File: config.mk
export PLATFORM = sky130hd
export DESIGN_NAME = swmm_div
export DESIGN_NICKNAME = d
export VERILOG_FILES = /design/src/sliding_window_min_max_mean_defines.svh /design/src/swmm_pkg.sv /design/src/swmm_div.sv
export SDC_FILE = /design/constraint.sdc
export NUM_CORES = 1
export LEC_CHECK = 0
export BUFFER_PORTS_ARGS = -buffer_cell sky130_fd_sc_hd__clkbuf_2
export CELL_PAD_IN_SITES_DETAIL_PLACEMENT = 0
export CELL_PAD_IN_SITES_GLOBAL_PLACEMENT = 1
export CORE_MARGIN = 4
export CORE_UTILIZATION = 35
export DETAILED_ROUTE_END_ITERATION = 8
export PLACE_DENSITY = 0.8
export SYNTH_ARGS = -nofsm -noshare
export SYNTH_HDL_FRONTEND = slang
export SYNTH_SLANG_ARGS = --single-unit
File: constraint.sdc
create_clock -name clk_i -period 2.3 [get_ports clk_i]
set_clock_uncertainty 0.2 [all_clocks]
set_input_delay 0.23 -clock clk_i [delete_from_list [all_inputs] [get_ports clk_i]]
set_output_delay 0.23 -clock clk_i [all_outputs]
set_load 0.05 [all_outputs]
File: src/sliding_window_min_max_mean_defines.svh
// assertion macros for the sliding window min/max/mean block
// expects clk_i and rst_ni in the scope where a macro is used
`ifndef SLIDING_WINDOW_MIN_MAX_MEAN_DEFINES_SVH
`define SLIDING_WINDOW_MIN_MAX_MEAN_DEFINES_SVH
`ifndef SYNTHESIS
// same-cycle implication
`define SWMM_ASSERT_IMPL(lbl, ante, cons) \
  lbl: assert property (@(posedge clk_i) disable iff (!rst_ni) (ante) |-> (cons)) \
    else $error("swmm assertion failed");
// next-cycle implication
`define SWMM_ASSERT_NEXT(lbl, ante, cons) \
  lbl: assert property (@(posedge clk_i) disable iff (!rst_ni) (ante) |=> (cons)) \
    else $error("swmm assertion failed");
`else
`define SWMM_ASSERT_IMPL(lbl, ante, cons)
`define SWMM_ASSERT_NEXT(lbl, ante, cons)
`endif
`endif

File: src/swmm_pkg.sv
// shared constants, sequencer step codes and control store for the
// sliding window min/max/mean block; no dependencies
package swmm_pkg;

  // window geometry and sample format
  localparam int WINDOW      = 256;
  localparam int SAMPLE_BITS = 20;
  localparam int IDX_W       = $clog2(WINDOW);
  localparam int CNT_W       = $clog2(WINDOW + 1);
  localparam int SUM_W       = SAMPLE_BITS + IDX_W;

  // stream payload widths, padded to whole bytes
  localparam int IN_TDATA_W  = ((SAMPLE_BITS + 7) / 8) * 8;
  localparam int OUT_W       = 3 * SAMPLE_BITS + CNT_W;
  localparam int OUT_TDATA_W = ((OUT_W + 7) / 8) * 8;

  // divider iteration counter
  localparam int DIV_CNT_W   = $clog2(SUM_W + 1);

  // sequencer steps, in program order
  typedef enum logic [2:0] {
    ST_IDLE,
    ST_EVRD,
    ST_UPD,
    ST_CHK,
    ST_SCAN0,
    ST_SCANL,
    ST_LOAD,
    ST_FIN
  } swmm_step_e;

  // jump conditions
  typedef enum logic [2:0] {
    JC_NONE,
    JC_NO_IN,
    JC_NO_SCAN,
    JC_SCAN_MORE,
    JC_DIV_BUSY,
    JC_OUT_FULL
  } swmm_jc_e;

  // one control word
  typedef struct packed {
    logic       in_rdy;
    logic       ev_rd;
    logic       upd;
    logic       chk;
    logic       scan_init;
    logic       scan_step;
    logic       load;
    logic       fin;
    swmm_jc_e   cond;
    swmm_step_e target;
  } swmm_cw_t;

  // control store: jump to target when cond holds, else fall through
  function automatic swmm_cw_t swmm_rom(swmm_step_e step);
    swmm_cw_t cw;
    cw        = '0;
    cw.cond   = JC_NONE;
    cw.target = ST_IDLE;
    unique case (step)
      ST_IDLE: begin
        cw.in_rdy = 1'b1;
        cw.cond   = JC_NO_IN;
        cw.target = ST_IDLE;
      end
      ST_EVRD: cw.ev_rd = 1'b1;
      ST_UPD:  cw.upd   = 1'b1;
      ST_CHK: begin
        cw.chk    = 1'b1;
        cw.cond   = JC_NO_SCAN;
        cw.target = ST_LOAD;
      end
      ST_SCAN0: cw.scan_init = 1'b1;
      ST_SCANL: begin
        cw.scan_step = 1'b1;
        cw.cond      = JC_SCAN_MORE;
        cw.target    = ST_SCANL;
      end
      ST_LOAD: begin
        cw.load   = 1'b1;
        cw.cond   = JC_DIV_BUSY;
        cw.target = ST_LOAD;
      end
      ST_FIN: begin
        cw.fin    = 1'b1;
        cw.cond   = JC_OUT_FULL;
        cw.target = ST_FIN;
      end
      default: cw = '0;
    endcase
    return cw;
  endfunction

endpackage

File: src/swmm_div.sv
// restoring divider, one quotient bit per cycle, for the window mean
// depends on swmm_pkg for the sum, count and sample widths
module swmm_div (
  input  logic                            clk_i,
  input  logic                            rst_ni,
  input  logic                            start_i,
  input  logic [swmm_pkg::SUM_W-1:0]      dividend_i,
  input  logic [swmm_pkg::CNT_W-1:0]      divisor_i,
  output logic                            busy_o,
  output logic [swmm_pkg::SAMPLE_BITS-1:0] quotient_o
);
  import swmm_pkg::*;

  logic [DIV_CNT_W-1:0] cnt_q;
  logic [SUM_W-1:0]     dq_q;
  logic [CNT_W-1:0]     rem_q;
  logic [CNT_W-1:0]     div_q;
  logic [CNT_W:0]       trial;
  logic                 fits;

  // shift in the next dividend bit and try the subtract
  assign trial = {rem_q, dq_q[SUM_W-1]};
  assign fits  = trial >= (CNT_W + 1)'(div_q);

  // iteration counter
  always_ff @(posedge clk_i or negedge rst_ni) begin
    if (!rst_ni) begin
      cnt_q <= '0;
    end else if (start_i) begin
      cnt_q <= DIV_CNT_W'(SUM_W);
    end else if (cnt_q != '0) begin
      cnt_q <= cnt_q - DIV_CNT_W'(1);
    end
  end

  // dividend bits leave at the top, quotient bits enter at the bottom
  always_ff @(posedge clk_i) begin
    if (start_i) begin
      dq_q  <= dividend_i;
      rem_q <= '0;
      div_q <= divisor_i;
    end else if (cnt_q != '0) begin
      dq_q  <= {dq_q[SUM_W-2:0], fits};
      rem_q <= fits ? CNT_W'(trial - (CNT_W + 1)'(div_q)) : CNT_W'(trial);
    end
  end

  assign busy_o     = (cnt_q != '0);
  assign quotient_o = dq_q[SAMPLE_BITS-1:0];

endmodule

Yosys cells after proc, flatten, opt, wreduce, memory -nomap -nowiden. Index checks and enable logic that the tools add are counted.

Add/sub/neg operators: 2. Magnitude comparators: 1. Mux-type cells: 5. Reductions and logical operators: 2.

Operator list (count): $mux 28 (2); $ge 10x9->1 (1); $mux 5 (2); $mux 9 (1); $sub 9x9->9 (1); $reduce_bool 5->1 (1); $sub 5x1->5 const B (1); $reduce_bool 2->1 (1).

Flip-flop bits (word level): 51. Output and inout bits: 21. Logic and storage cells: 14.

Longest topological paths before layout.
Depth in word-level cells: 3. Gate-level depth with buffers: 10. Depth with buffers taken out: 9.

Least setup slack after synthesis. Ideal clock, no wire load.

Path type: register to register. Start: register dq_q[27]. End: register rem_q[4]. Setup time: 141 ps. Arrival time: 1986 ps. Path slack: -26 ps. Stages on the path, launching flop included: 11. Cells stage by stage: edfxtp_1 > inv_1 > ha_1 > inv_1 > fa_1 > a21oi_2 > a211oi_2 > nor3_4 > buf_6 > mux2i_1 > a211oi_1.

Longest elaborated chain between the ends: 2. Elaborated cells between the ends (all ways): 3. Those cells by class: 1 x add/sub; 1 x order compare; 1 x mux.

RTL lines: from (decl) (line swmm_div.sv:15) `logic [SUM_W-1:0] dq_q;`; from (signal assigned) (line swmm_div.sv:39) `dq_q <= dividend_i;`; from (signal assigned) (line swmm_div.sv:43) `dq_q <= {dq_q[SUM_W-2:0], fits};`; $sub 9x9->9 / $ge 10x9->1 (equally long branches) (line swmm_div.sv:44, swmm_div.sv:23); $mux 9 (*) (line swmm_div.sv:44) `rem_q <= fits ? CNT_W'(trial - (CNT_W + 1)'(div_q)) : CNT_W'(trial);`; to (signal assigned) (line swmm_div.sv:44); to (decl) (line swmm_div.sv:16) `logic [CNT_W-1:0] rem_q;`.

Every way passes the cells marked *; elsewhere a longest branch is shown, timed or not. A chain may end at the register's enable or synchronous reset.

Worst setup path after layout.
Start: register dq_q[27]. End: register rem_q[1].

The elaborated chain is that of the path after synthesis.

==> results.sh <==
export IMPL_status="finished, violations left"
export IMPL_violations="negative setup slack"
export IMPL_track_usage_pct=11.82
export IMPL_antenna_left=0
export IMPL_dpl_hpwl_um=3937
export IMPL_grt_pass1_vias=1949
export IMPL_cts_buffers=5
export IMPL_fin_util_pct=43.10
export IMPL_hold_class="in2reg"
export IMPL_layout_nets=343
export IMPL_tritoncts="done"
export IMPL_initial_core_util_pct=35.81
export IMPL_routed_via_density=4.772
export IMPL_setup_viol_count_final=1
export IMPL_relSlewSlack_pct=73.62
export IMPL_grt_overflow=0
export IMPL_cp_start_kind="register"
export IMPL_power_density_nw_per_um2=918.5
export IMPL_wl_um=5392
export IMPL_area_growth_pct=20.36
export IMPL_cap_violations=0
export IMPL_drive_above_1_share_pct=41.10
export IMPL_cp_arrival_ns=2.30
export IMPL_synth_edff_count=37
export IMPL_clock_path_buffers=2
export IMPL_diodes=0
export IMPL_die_h_um=96.69
export IMPL_clkTransAtPathRegs_ns=0.10
export IMPL_min_period_ns=2.313
export IMPL_io_pins=61
export IMPL_worstPathRequired_ns=2.29
export IMPL_synth_area_um2=2753
export IMPL_grt_pass1_wl_um=9170
export IMPL_yosysSeqAreaShare_pct=51.45
export IMPL_fin_hold_ws_ns=0.01178
export IMPL_rsz0062_at_grt="yes"
export IMPL_port_buffers=60
export IMPL_syn_avg_cell_area_um2=12.13
export IMPL_row_count=32
export IMPL_synth_seq_cells=51
export IMPL_wl_met2_um=2563
export IMPL_drv_slew=0
export IMPL_post_drt_wl_per_cell_um=13.69
export IMPL_fmax_mhz=432.3
export IMPL_syn_inst=227
export IMPL_fin_crit_sh_pct=100.6
export IMPL_dieWidth_um=96.69
export IMPL_final_common_cell="clkbuf_2"
export IMPL_hold_viol=0
export IMPL_drt_met1_wl_um=2401
export IMPL_synthDistinctLibCells=48
export IMPL_drc_errors=0
export IMPL_reg2reg_depth=10
export IMPL_synth_fp_nets=279
export IMPL_cts_sinks=51
export IMPL_core_area_um2=7687
export IMPL_cts_root_buffer="clkbuf_8"
export IMPL_crit_path_end_kind="register"
export IMPL_worst_slew_pin_slew_ns=0.3957
export IMPL_synthFlopType="edfxtp_1"
export IMPL_fin_ws_ns=-0.01324
export IMPL_cts_setup_buffers=0
export IMPL_yosysWarnings=0
export IMPL_final_cell_mix="60 x clkbuf_2, 37 x edfxtp_1, 27 x mux2_2"
export IMPL_p_leak_uw=0.001411
export IMPL_ir_drop_v=0.0004111
export IMPL_cp_max_fo=4
export IMPL_place_gp_congestion=0.7588
export IMPL_p_total_uw=3043
export IMPL_first_pass_iters=4
export IMPL_routed_top_layer="met4"
export IMPL_critPathKind="reg2reg"
export IMPL_die_area_um2=9348
export IMPL_cts_htree_levels=2
export IMPL_grt_start_max_net_pins=32
export IMPL_synthArstFlopShare_pct=9.804
export IMPL_whs_path_depth=2
export IMPL_drtIter0Drc=50
export IMPL_wl_met3_um=376
export IMPL_antenna_found_initial=0
export IMPL_clkLatencyLatePin_ns=0.31
export IMPL_route_vias_total=1880
==> path summary, 6_finish.rpt <==
| path | start | endpoint | slack (ns) |
|---|---|---|---|
| max | dq_q[27] | rem_q[1] | -0.01 |
| min | dividend_i[1] | dq_q[1] | 0.01 |
| max reg2reg | dq_q[27] | rem_q[1] | -0.01 |
| min reg2reg | cnt_q[3] | cnt_q[3] | 0.35 |
| max in group asynchronous | rst_ni | cnt_q[4] | 1.69 |
| min in group asynchronous | rst_ni | cnt_q[3] | 0.07 |
==> flip-flops by register name, indices dropped and copies added (netlist names) <==
signal	count
rem_q	9
dq_q	28
div_q	9
cnt_q	5
==> critical path, cell delays in order, from the launching register on <==
cell	delay [ns]
edfxtp_1	0.40
inv_1	0.07
ha_1	0.16
inv_1	0.05
fa_2	0.34
a21oi_2	0.16
a211oi_2	0.10
nor3_4	0.22
buf_6	0.16
mux2i_1	0.23
a211oi_1	0.12
==> where the power goes <==
group / internal (uW) / switching, uW
Combinational: 586 / 672
Sequential: 1140 / 103
Clock: 219 / 322
==> layer usage <==
metal / track usage (%) / vias up
met5: 0 / -
met4: 3.564 / 0
met3: 3.965 / 6
met1: 15.16 / 879
li1: - / 942
met2: 18.95 / 53
==> final cells by class <==
| class | count | area [um2] |
|---|---|---|
| fillers | 767 | 4374 |
| multi-input cells | 132 | 1104 |
| clock buffers | 6 | 72.57 |
| repair buffers | 84 | 513.0 |
| flip-flops and latches | 51 | 1416 |
| clock inverters | 2 | 16.27 |
| well taps | 102 | 127.6 |
| inverters | 17 | 63.81 |
==> stage by stage <==
stage	cell area (um2)	setup slack, ns	cells	TNS [ns]
2_1_floorplan	2753	0.02293	227	0
6_report	3313	-0.01324	394	-0.01324
5_1_grt	3313	-0.1642	394	-0.3962
4_1_cts	3298	-0.01322	394	-0.01322
3_3_place_gp	3099	0.04449	376	0
3_5_place_dp	3099	-0.02548	376	-0.02760
==> cells in the mapped netlist, types with 2 or more instances <==
cell type  count  area share (%)
dfxtp_1        9             6.5
mux2i_1        6             2.2
inv_1         15             2.0
and3_1         2            0.45
nor3_1         4            0.73
nand3_1        4            0.73
clkinv_1       2            0.27
ha_1          11             5.0
buf_1          4            0.55
o31ai_1        2            0.55
nor4_1         2            0.45
edfxtp_1      37              40
nor2_1        12             1.6
buf_2          2            0.36
nand2_1        7            0.95
xnor2_1        4             1.3
a211oi_1       5             1.4
mux2_2        27              11
nand3b_1       2            0.55
dfrtp_1        5             4.5
o21ai_0        3            0.55
buf_4         20             5.5
nand2b_1       2            0.45
a21oi_2        3            0.95
a211oi_2       3             1.4
a21oi_1       12             2.2
==> repair_timing <==
item,CTS,global route
gates cloned,0,0
endpoints found under the setup margin,3,10
hold endpoints to repair,14,0
pin swaps,4,2
hold buffers,10,0
resized for setup,3,3
==> cells by family after synthesis <==
group / synth area share (%)
flip-flops: 51.45
XOR/XNOR: 1.591
buffers and inverters: 9.091
adder cells (fa/ha/maj): 5.727
multiplexers: 13.23
AO/OA/AOI/OAI: 10.23
AND/OR/NAND/NOR: 8.682
No activity file was read; power rests on OpenSTA's default activity.
